File: config.mk
export PLATFORM = sky130hd
export DESIGN_NAME = cube_map_face_address_top
export DESIGN_NICKNAME = d
export VERILOG_FILES = /design/src/hdl/cmfa_pkg.sv /design/src/hdl/cube_map_face_address_top.sv
export SDC_FILE = /design/constraint.sdc
export NUM_CORES = 2
export LEC_CHECK = 0
export ABC_AREA = 1
export BUFFER_PORTS_ARGS = -buffer_cell sky130_fd_sc_hd__buf_2
export CORE_MARGIN = 2
export CORE_UTILIZATION = 58
export CTS_CLUSTER_DIAMETER = 120
export DETAILED_ROUTE_END_ITERATION = 7
export PLACE_DENSITY = 0.85
export SLEW_MARGIN = 10
export SYNTH_ARGS = -nofsm -noshare
export SYNTH_HDL_FRONTEND = slang
export SYNTH_SLANG_ARGS = --single-unit
File: constraint.sdc
create_clock -name i_clk -period 7 [get_ports i_clk]
set_input_delay 1.4 -clock i_clk [delete_from_list [all_inputs] [get_ports i_clk]]
set_output_delay 1.4 -clock i_clk [all_outputs]
set_load 0.1 [all_outputs]
File: src/hdl/cmfa_pkg.sv
// Shared constants for the cube-map face address unit: field widths, face codes
// and the configuration register map.
// No dependencies.
`default_nettype none

package cmfa_pkg;

    // direction component width (signed Q1.14)
    localparam int DIR_W = 16;
    // face code width
    localparam int FACE_W = 3;
    // bits of pwdata kept by a face_size write
    localparam int CFG_W = 13;
    // APB data and address widths
    localparam int APB_DW = 32;
    localparam int ADDR_W = 3;

    typedef logic [FACE_W-1:0] t_face;

    // face codes
    localparam t_face FACE_PX = 3'd0;
    localparam t_face FACE_NX = 3'd1;
    localparam t_face FACE_PY = 3'd2;
    localparam t_face FACE_NY = 3'd3;
    localparam t_face FACE_PZ = 3'd4;
    localparam t_face FACE_NZ = 3'd5;

    // register map (byte addresses)
    localparam logic [ADDR_W-1:0] ADDR_FACE_SIZE = 3'd0;

endpackage

`default_nettype wire

File: src/hdl/cube_map_face_address_top.sv
// Cube-map face address unit: major-axis face select, pipelined face-coordinate
// division, texel scaling and clamping. Depends on cmfa_pkg.
//
// Channel   Direction  Handshake                Payload
// request   in         start (busy held low)    i_dir_x, i_dir_y, i_dir_z
// result    out        o_valid strobe, 1 cycle  o_face .. o_zero_vector
// config    in/out     APB, pready always high  face_size at byte address 0
//
// One request per cycle; each result passes the capture, select and
// integer-quotient stages, the division pipeline of NDIV stages (four quotient
// bits per stage), then the multiply and clamp stages. Reset (synchronous)
// clears all valid bits and sets face_size to 256, or to MAX_FACE_SIZE if that
// is smaller. The receiver cannot stall, so the pipeline never holds.
`default_nettype none

module cube_map_face_address_top #(
    parameter int MAX_FACE_SIZE   = 4096,
    parameter int COORD_FRAC_BITS = 16
) (
    input  wire                                      i_clk,
    input  wire                                      i_rst_n,
    // request channel
    input  wire                                      start,
    output logic                                     busy,
    input  wire  signed [cmfa_pkg::DIR_W-1:0]        i_dir_x,
    input  wire  signed [cmfa_pkg::DIR_W-1:0]        i_dir_y,
    input  wire  signed [cmfa_pkg::DIR_W-1:0]        i_dir_z,
    // configuration port
    input  wire                                      psel,
    input  wire                                      penable,
    input  wire                                      pwrite,
    input  wire  [cmfa_pkg::ADDR_W-1:0]              paddr,
    input  wire  [cmfa_pkg::APB_DW-1:0]              pwdata,
    output logic [cmfa_pkg::APB_DW-1:0]              prdata,
    output logic                                     pready,
    // result channel
    output logic                                     o_valid,
    output logic [cmfa_pkg::FACE_W-1:0]              o_face,
    output logic [COORD_FRAC_BITS:0]                 o_coord_s,
    output logic [COORD_FRAC_BITS:0]                 o_coord_t,
    output logic [$clog2(MAX_FACE_SIZE)-1:0]         o_texel_x,
    output logic [$clog2(MAX_FACE_SIZE)-1:0]         o_texel_y,
    output logic [COORD_FRAC_BITS-1:0]               o_frac_x,
    output logic [COORD_FRAC_BITS-1:0]               o_frac_y,
    output logic                                     o_zero_vector
);

    localparam int DW    = cmfa_pkg::DIR_W;
    localparam int TW    = $clog2(MAX_FACE_SIZE);
    localparam int FSW   = $clog2(MAX_FACE_SIZE + 1);
    localparam int QW    = COORD_FRAC_BITS + 1;
    localparam int FB    = COORD_FRAC_BITS - 1;     // fractional quotient bits
    localparam int SPS   = 4;                       // quotient bits per stage
    localparam int NDIV  = (FB + SPS - 1) / SPS;
    localparam int PW    = QW + FSW;
    localparam int LAT   = NDIV + 5;
    localparam int FS_RST = (MAX_FACE_SIZE < 256) ? MAX_FACE_SIZE : 256;

    // ------------------------------------------------------------------
    // Configuration register
    // ------------------------------------------------------------------
    logic [FSW-1:0]                 r_face_size;
    logic [FSW-1:0]                 n_face_size;
    logic [cmfa_pkg::CFG_W-1:0]     cfg_val;
    logic                           cfg_wr;

    assign pready  = 1'b1;
    assign cfg_wr  = psel && penable && pwrite && (paddr == cmfa_pkg::ADDR_FACE_SIZE);
    assign cfg_val = pwdata[cmfa_pkg::CFG_W-1:0];

    // hold 0 as 1 and clip above the largest face
    always_comb begin
        if (cfg_val == '0) begin
            n_face_size = FSW'(1);
        end else if (32'(cfg_val) > 32'(MAX_FACE_SIZE)) begin
            n_face_size = FSW'(MAX_FACE_SIZE);
        end else begin
            n_face_size = FSW'(cfg_val);
        end
    end

    always_ff @(posedge i_clk) begin
        if (!i_rst_n) begin
            r_face_size <= FSW'(FS_RST);
        end else if (cfg_wr) begin
            r_face_size <= n_face_size;
        end
    end

    assign prdata = (paddr == cmfa_pkg::ADDR_FACE_SIZE) ?
                    cmfa_pkg::APB_DW'(r_face_size) : '0;

    // pipeline never stalls
    assign busy = 1'b0;

    // ------------------------------------------------------------------
    // Stage 1: capture request, magnitudes
    // ------------------------------------------------------------------
    logic                   r_s1_vld;
    logic signed [DW-1:0]   r_s1_x, r_s1_y, r_s1_z;
    logic [DW-1:0]          r_s1_ax, r_s1_ay, r_s1_az;

    always_ff @(posedge i_clk) begin
        if (!i_rst_n) begin
            r_s1_vld <= 1'b0;
        end else begin
            r_s1_vld <= start && !busy;
        end
    end

    // -32768 wraps to 0x8000, which is 32768 unsigned
    always_ff @(posedge i_clk) begin
        r_s1_x  <= i_dir_x;
        r_s1_y  <= i_dir_y;
        r_s1_z  <= i_dir_z;
        r_s1_ax <= i_dir_x[DW-1] ? DW'(-i_dir_x) : i_dir_x;
        r_s1_ay <= i_dir_y[DW-1] ? DW'(-i_dir_y) : i_dir_y;
        r_s1_az <= i_dir_z[DW-1] ? DW'(-i_dir_z) : i_dir_z;
    end

    // ------------------------------------------------------------------
    // Stage 2: major axis, face, minor components, numerators
    // ------------------------------------------------------------------
    logic                   r_s2_vld;
    cmfa_pkg::t_face        r_s2_face, n_s2_face;
    logic [DW-1:0]          r_s2_ma, n_s2_ma;
    logic [DW:0]            r_s2_ns, r_s2_nt, n_s2_ns, n_s2_nt;
    logic signed [DW:0]     xs, ys, zs, sc, tc;
    logic signed [DW+1:0]   sum_s, sum_t;

    always_comb begin
        xs = {r_s1_x[DW-1], r_s1_x};
        ys = {r_s1_y[DW-1], r_s1_y};
        zs = {r_s1_z[DW-1], r_s1_z};
        if (r_s1_ax >= r_s1_ay && r_s1_ax >= r_s1_az) begin
            n_s2_ma = r_s1_ax;
            if (!r_s1_x[DW-1]) begin
                n_s2_face = cmfa_pkg::FACE_PX; sc = -zs; tc = -ys;
            end else begin
                n_s2_face = cmfa_pkg::FACE_NX; sc = zs;  tc = -ys;
            end
        end else if (r_s1_ay >= r_s1_ax && r_s1_ay >= r_s1_az) begin
            n_s2_ma = r_s1_ay;
            if (!r_s1_y[DW-1]) begin
                n_s2_face = cmfa_pkg::FACE_PY; sc = xs; tc = zs;
            end else begin
                n_s2_face = cmfa_pkg::FACE_NY; sc = xs; tc = -zs;
            end
        end else begin
            n_s2_ma = r_s1_az;
            if (!r_s1_z[DW-1]) begin
                n_s2_face = cmfa_pkg::FACE_PZ; sc = xs;  tc = -ys;
            end else begin
                n_s2_face = cmfa_pkg::FACE_NZ; sc = -xs; tc = -ys;
            end
        end
        // minor + major lies in 0 .. 2*major
        sum_s = {sc[DW], sc} + $signed({2'b00, n_s2_ma});
        sum_t = {tc[DW], tc} + $signed({2'b00, n_s2_ma});
        n_s2_ns = sum_s[DW:0];
        n_s2_nt = sum_t[DW:0];
    end

    always_ff @(posedge i_clk) begin
        if (!i_rst_n) begin
            r_s2_vld <= 1'b0;
        end else begin
            r_s2_vld <= r_s1_vld;
        end
    end

    always_ff @(posedge i_clk) begin
        r_s2_face <= n_s2_face;
        r_s2_ma   <= n_s2_ma;
        r_s2_ns   <= n_s2_ns;
        r_s2_nt   <= n_s2_nt;
    end

    // ------------------------------------------------------------------
    // Stage 3: integer quotient (0, 1 or 2) and first remainder.
    // Zero vector: divisor 1, quotient one, remainder zero gives s = t = half.
    // ------------------------------------------------------------------
    logic                   r_dvld  [NDIV+1];
    cmfa_pkg::t_face        r_dface [NDIV+1];
    logic                   r_dzero [NDIV+1];
    logic [DW-1:0]          r_dd    [NDIV+1];
    logic [DW-1:0]          r_drs   [NDIV+1];
    logic [DW-1:0]          r_drt   [NDIV+1];
    logic [QW-1:0]          r_dqs   [NDIV+1];
    logic [QW-1:0]          r_dqt   [NDIV+1];

    logic                   zero3;
    logic [DW:0]            ma17, two_ma;
    logic [DW-1:0]          n_s3_rs, n_s3_rt;
    logic [1:0]             n_s3_qs, n_s3_qt;

    always_comb begin
        zero3  = (r_s2_ma == '0);
        ma17   = {1'b0, r_s2_ma};
        two_ma = {r_s2_ma, 1'b0};
        if (zero3) begin
            n_s3_qs = 2'd1; n_s3_rs = '0;
            n_s3_qt = 2'd1; n_s3_rt = '0;
        end else begin
            if (r_s2_ns == two_ma) begin
                n_s3_qs = 2'd2; n_s3_rs = '0;
            end else if (r_s2_ns >= ma17) begin
                n_s3_qs = 2'd1; n_s3_rs = DW'(r_s2_ns - ma17);
            end else begin
                n_s3_qs = 2'd0; n_s3_rs = r_s2_ns[DW-1:0];
            end
            if (r_s2_nt == two_ma) begin
                n_s3_qt = 2'd2; n_s3_rt = '0;
            end else if (r_s2_nt >= ma17) begin
                n_s3_qt = 2'd1; n_s3_rt = DW'(r_s2_nt - ma17);
            end else begin
                n_s3_qt = 2'd0; n_s3_rt = r_s2_nt[DW-1:0];
            end
        end
    end

    always_ff @(posedge i_clk) begin
        if (!i_rst_n) begin
            r_dvld[0] <= 1'b0;
        end else begin
            r_dvld[0] <= r_s2_vld;
        end
    end

    always_ff @(posedge i_clk) begin
        r_dface[0] <= zero3 ? cmfa_pkg::FACE_PX : r_s2_face;
        r_dzero[0] <= zero3;
        r_dd[0]    <= zero3 ? DW'(1) : r_s2_ma;
        r_drs[0]   <= n_s3_rs;
        r_drt[0]   <= n_s3_rt;
        r_dqs[0]   <= QW'(n_s3_qs);
        r_dqt[0]   <= QW'(n_s3_qt);
    end

    // ------------------------------------------------------------------
    // Division stages: up to SPS restoring steps each for s and t
    // ------------------------------------------------------------------
    for (genvar j = 0; j < NDIV; j++) begin : g_div
        logic [DW-1:0]  n_rs, n_rt;
        logic [QW-1:0]  n_qs, n_qt;
        logic [DW:0]    dbl_s, dbl_t, d17;

        always_comb begin
            n_rs  = r_drs[j];
            n_rt  = r_drt[j];
            n_qs  = r_dqs[j];
            n_qt  = r_dqt[j];
            d17   = {1'b0, r_dd[j]};
            dbl_s = '0;
            dbl_t = '0;
            for (int k = 0; k < SPS; k++) begin
                if (j * SPS + k < FB) begin
                    dbl_s = {n_rs, 1'b0};
                    dbl_t = {n_rt, 1'b0};
                    if (dbl_s >= d17) begin
                        n_rs = DW'(dbl_s - d17);
                        n_qs = {n_qs[QW-2:0], 1'b1};
                    end else begin
                        n_rs = dbl_s[DW-1:0];
                        n_qs = {n_qs[QW-2:0], 1'b0};
                    end
                    if (dbl_t >= d17) begin
                        n_rt = DW'(dbl_t - d17);
                        n_qt = {n_qt[QW-2:0], 1'b1};
                    end else begin
                        n_rt = dbl_t[DW-1:0];
                        n_qt = {n_qt[QW-2:0], 1'b0};
                    end
                end
            end
        end

        always_ff @(posedge i_clk) begin
            if (!i_rst_n) begin
                r_dvld[j+1] <= 1'b0;
            end else begin
                r_dvld[j+1] <= r_dvld[j];
            end
        end

        always_ff @(posedge i_clk) begin
            r_dface[j+1] <= r_dface[j];
            r_dzero[j+1] <= r_dzero[j];
            r_dd[j+1]    <= r_dd[j];
            r_drs[j+1]   <= n_rs;
            r_drt[j+1]   <= n_rt;
            r_dqs[j+1]   <= n_qs;
            r_dqt[j+1]   <= n_qt;
        end
    end

    // ------------------------------------------------------------------
    // Multiply stage: coordinate times face size
    // ------------------------------------------------------------------
    logic                   r_mvld;
    cmfa_pkg::t_face        r_mface;
    logic                   r_mzero;
    logic [QW-1:0]          r_mqs, r_mqt;
    logic [PW-1:0]          r_mps, r_mpt;

    always_ff @(posedge i_clk) begin
        if (!i_rst_n) begin
            r_mvld <= 1'b0;
        end else begin
            r_mvld <= r_dvld[NDIV];
        end
    end

    always_ff @(posedge i_clk) begin
        r_mface <= r_dface[NDIV];
        r_mzero <= r_dzero[NDIV];
        r_mqs   <= r_dqs[NDIV];
        r_mqt   <= r_dqt[NDIV];
        r_mps   <= PW'(r_dqs[NDIV]) * PW'(r_face_size);
        r_mpt   <= PW'(r_dqt[NDIV]) * PW'(r_face_size);
    end

    // ------------------------------------------------------------------
    // Output stage: split into texel and fraction, clamp at coordinate one
    // ------------------------------------------------------------------
    logic [FSW:0]                 int_s, int_t, fs_ext;
    logic [FSW-1:0]               fs_m1;
    logic [TW-1:0]                n_tx, n_ty;
    logic [COORD_FRAC_BITS-1:0]   n_fx, n_fy;

    always_comb begin
        int_s  = r_mps[PW-1:COORD_FRAC_BITS];
        int_t  = r_mpt[PW-1:COORD_FRAC_BITS];
        fs_ext = {1'b0, r_face_size};
        fs_m1  = r_face_size - FSW'(1);
        if (int_s >= fs_ext) begin
            n_tx = TW'(fs_m1);
            n_fx = '1;
        end else begin
            n_tx = TW'(int_s);
            n_fx = r_mps[COORD_FRAC_BITS-1:0];
        end
        if (int_t >= fs_ext) begin
            n_ty = TW'(fs_m1);
            n_fy = '1;
        end else begin
            n_ty = TW'(int_t);
            n_fy = r_mpt[COORD_FRAC_BITS-1:0];
        end
    end

    logic r_ovld;

    always_ff @(posedge i_clk) begin
        if (!i_rst_n) begin
            r_ovld <= 1'b0;
        end else begin
            r_ovld <= r_mvld;
        end
    end

    always_ff @(posedge i_clk) begin
        o_face        <= r_mface;
        o_zero_vector <= r_mzero;
        o_coord_s     <= r_mqs;
        o_coord_t     <= r_mqt;
        o_texel_x     <= n_tx;
        o_texel_y     <= n_ty;
        o_frac_x      <= n_fx;
        o_frac_y      <= n_fy;
    end

    assign o_valid = r_ovld;

`ifndef SYNTHESIS
    // every result traces back to an earlier request
    a_latency: assert property (@(posedge i_clk) disable iff (!i_rst_n)
        o_valid |-> $past(start, LAT))
        else $error("result without matching request");

    // zero vector yields face +X and both coordinates at one half
    a_zero_default: assert property (@(posedge i_clk) disable iff (!i_rst_n)
        (o_valid && o_zero_vector) |->
        (o_face == cmfa_pkg::FACE_PX && o_coord_s == QW'(1) << FB &&
         o_coord_t == QW'(1) << FB))
        else $error("zero vector default result wrong");

    // coordinates never exceed one
    a_coord_range: assert property (@(posedge i_clk) disable iff (!i_rst_n)
        o_valid |-> (o_coord_s <= QW'(1) << COORD_FRAC_BITS &&
                     o_coord_t <= QW'(1) << COORD_FRAC_BITS))
        else $error("face coordinate above one");

    // texel indices stay below the face size
    a_texel_clamp: assert property (@(posedge i_clk) disable iff (!i_rst_n)
        o_valid |-> (FSW'(o_texel_x) < r_face_size && FSW'(o_texel_y) < r_face_size))
        else $error("texel index not clamped");
`endif

endmodule

`default_nettype wire

==> flow_summary_export.csv <==
group,metric,value,unit
drt,viasPerCell,5.99,
cells_and_area,register_area,13500,um2
sta,finalWorstSetupSlack,-0.578,ns
sta,worstMarginPinSlew,1.22,ns
die,rows,121,
sta,hold_viol_final,0,
worst_setup_path,crit_fanout,11,
worst_setup_path,endpoint_kind,"register",
global_route,grt_start_max_net_pins,50,
place,pre_cts_ws,-0.578,ns
die,die_w,335,um
sta,clock.fmax,0.132,GHz
synthesis,netlist_area,63600,um2
sta,fin_skew,0.0478,ns
cells_and_area,final_common_cell,"nand2_1",
worst_setup_path,slowest_stage,"dfxtp_2",
synthesis,synth_edf_count,0,
cells_and_area,multi_input_area,49100,um2
sta,fin_crit,7.58,ns
clocking,cts_root_buffer,"clkbuf_16",
synthesis,postSynth.asyncResetShare,0,
synthesis,syn_area_per_cell,7.24,um2
cells_and_area,area_delta_synth_final,32.9,%
global_route,grt_usage,0.359,
clocking,htree_levels,3,
drt,via_count,70800,
place,post-dp-hpwl,160000,um
clocking,cts.sinks,670,
synthesis,ys.warnings.count,0,
sta,rsz0062_at_grt,"yes",
global_route,overflow,0,
clocking,cts_tree,"built",
cells_and_area,utilization,0.776,
drt,drt_iter0_drc,7474,
worst_setup_path,required,7.61,ns
die,core-area,109000,um2
outcome,status,"complete, but fails checks",
die,boundaryPins,218,
outcome,failed_checks,"design-rule violations, negative setup slack",
synthesis,synth_flop_cell,"dfxtp_1",
die,dieArea,112000,um2
global_route,grt_pass1_vias,65700,
place,gp_congestion,0.976,
global_route,antenna_found_initial,20,
cells_and_area,drive_above_1_share,0.267,
place,place_area,75500,um2
synthesis,synth_seq_cells,670,
job,max_cap_viol_count,0,
min_path,hold_class,"reg2reg",
drt,drt-pass1-iter-count,8,
cells_and_area,fin_nets,11500,
drt,wire_per_inst,20.4,um
sta,timing.slew.headroom,0.186,
synthesis,synth.distinct_cells,68,
worst_setup_path,start_kind,"register",
sta,setup_viol,101,
synthesis,yosysSeqAreaShare,0.211,
clocking,clk_pin_slew_worst_paths,0.06,ns
cells_and_area,fin_area,84500,um2
place,portBuffers,177,
drt,antenna_left,0,
worst_setup_path,worst_path_most_repeated_cell,"nand2_1",
die,dieHeight,335,um
worst_setup_path,cp_slowest_stage_delay,0.35,ns
drt,drc,27,
clocking,cts_hold_buf,0,
global_route,grt_pass1_wl,328000,um
die,initial_core_util,0.584,
clocking,clockBufferDepth,3,
sta,slew_violations,0,
cells_and_area,fillers,6443,
synthesis,synth_cells,8788,
drt,wl,241000,um
sta,finalSetupTns,-29.40,ns
cells_and_area,final_cell_mix,"2303 x nand2_1, 1422 x buf_4, 1094 x inv_1",
worst_setup_path,worstPathArrival,8.18,ns
worst_setup_path,crit_type,"reg2reg",
sta,period_share,1.08,
clocking,cts_made_buffers,75,
clocking,clk_latency,0.70,ns
## path summary, 6_finish.rpt
path,start,to,slack (ns),cells after the start
worst max-delay path,r_dd[0][33]$_DFF_P_,r_drs[0][50]$_DFF_P_,-0.58,50
worst min register to register,r_dqs[0][20]$_DFF_P_,r_dqs[0][41]$_DFF_P_,0.31,0
worst max register to register,r_dd[0][33]$_DFF_P_,r_drs[0][50]$_DFF_P_,-0.58,50
worst min-delay path,r_dqs[0][20]$_DFF_P_,r_dqs[0][41]$_DFF_P_,0.31,0
## critical path: cells and delay by family, from the launching register on
kind,cells,cell delay (ns)
AND/OR/NAND/NOR,29,3.94
AO/OA/AOI/OAI,4,0.56
flip-flops,1,0.35
buffers and inverters,13,1.42
adder cells (fa/ha/maj),4,1.23
## per-stage QoR
step | std cells | hold slack (ns)
CTS | 11700 | 0.320
detailed placement | 11500 | 0.312
finish | 11800 | 0.314
floorplan | 8807 | 0.310
global placement | 11500 | 0.310
global route | 11800 | 0.327
## routing by layer
metal | global-route usage | vias to the layer above | share of wire
met5 | 0 | - | 0.00064
met4 | 0.198 | 22 | 0.086
met3 | 0.0719 | 1758 | 0.11
met2 | 0.606 | 4756 | 0.45
met1 | 0.429 | 32700 | 0.35
li1 | - | 31500 | -
## flip-flops by register name, indices dropped and copies added (netlist names), 17 cells and up
register	cells
r_mpt	30
r_mps	30
o_coord_t	17
r_dd	64
r_s2_ns	17
o_coord_s	17
r_dqs	49
r_mqs	17
r_dqt	49
r_s2_nt	17
r_drt	64
r_mqt	17
r_drs	64
## synth_stat cells, drive strengths merged (47+ instances only)
master     n  area (um2)
ha       753        9420
dfxtp    670       13400
inv     1176        4420
nand3    350        1980
a31oi     47         294
nor3      92         470
a21o      52         390
xor2     309        2710
xnor2    251        2200
nand4     93         601
buf      143         901
nand2   2453        9330
a21oi    586        2960
o21ai    492        2530
clkbuf   103         387
or2       63         394
nor2     508        2050
fa       342        6850
## timing repair
| action | 4_1_cts | 5_1_grt |
|---|---|---|
| setup endpoints to repair | 102 | 104 |
| resized for setup | 173 | 871 |
| pin swaps | 30 | 232 |
| gates cloned | 6 | 20 |
| setup buffers | 26 | 109 |
## logic make-up (layout without fill, tap and decap cells)
| family | after synthesis | count (layout) | synth area share |
|---|---|---|---|
| fa+ha+maj | 1095 | 1095 | 0.256 |
| other cells | 2 | 26 | 0.000118 |
| buf+inv | 1423 | 3010 | 0.0899 |
| simple gates | 3657 | 3666 | 0.244 |
| xor+xnor | 560 | 560 | 0.0771 |
| compound gates | 1381 | 1382 | 0.122 |
| flops | 670 | 670 | 0.211 |
## area by class of cell
class,instances,area share
Clock buffer,93,0.0241
Timing Repair Buffer,1693,0.155
Timing Repair inverter,3,0.000296
Tap cell,1414,0.0209
Multi-Input combinational cell,6724,0.581
Clock inverter,44,0.00648
Antenna cell,5,0.000148
Sequential cell,670,0.159
Inverter,1177,0.0532
Power is left out: the tool's default activity adds up to more than one toggle a clock period on the data nets, which glitch-free logic cannot reach.
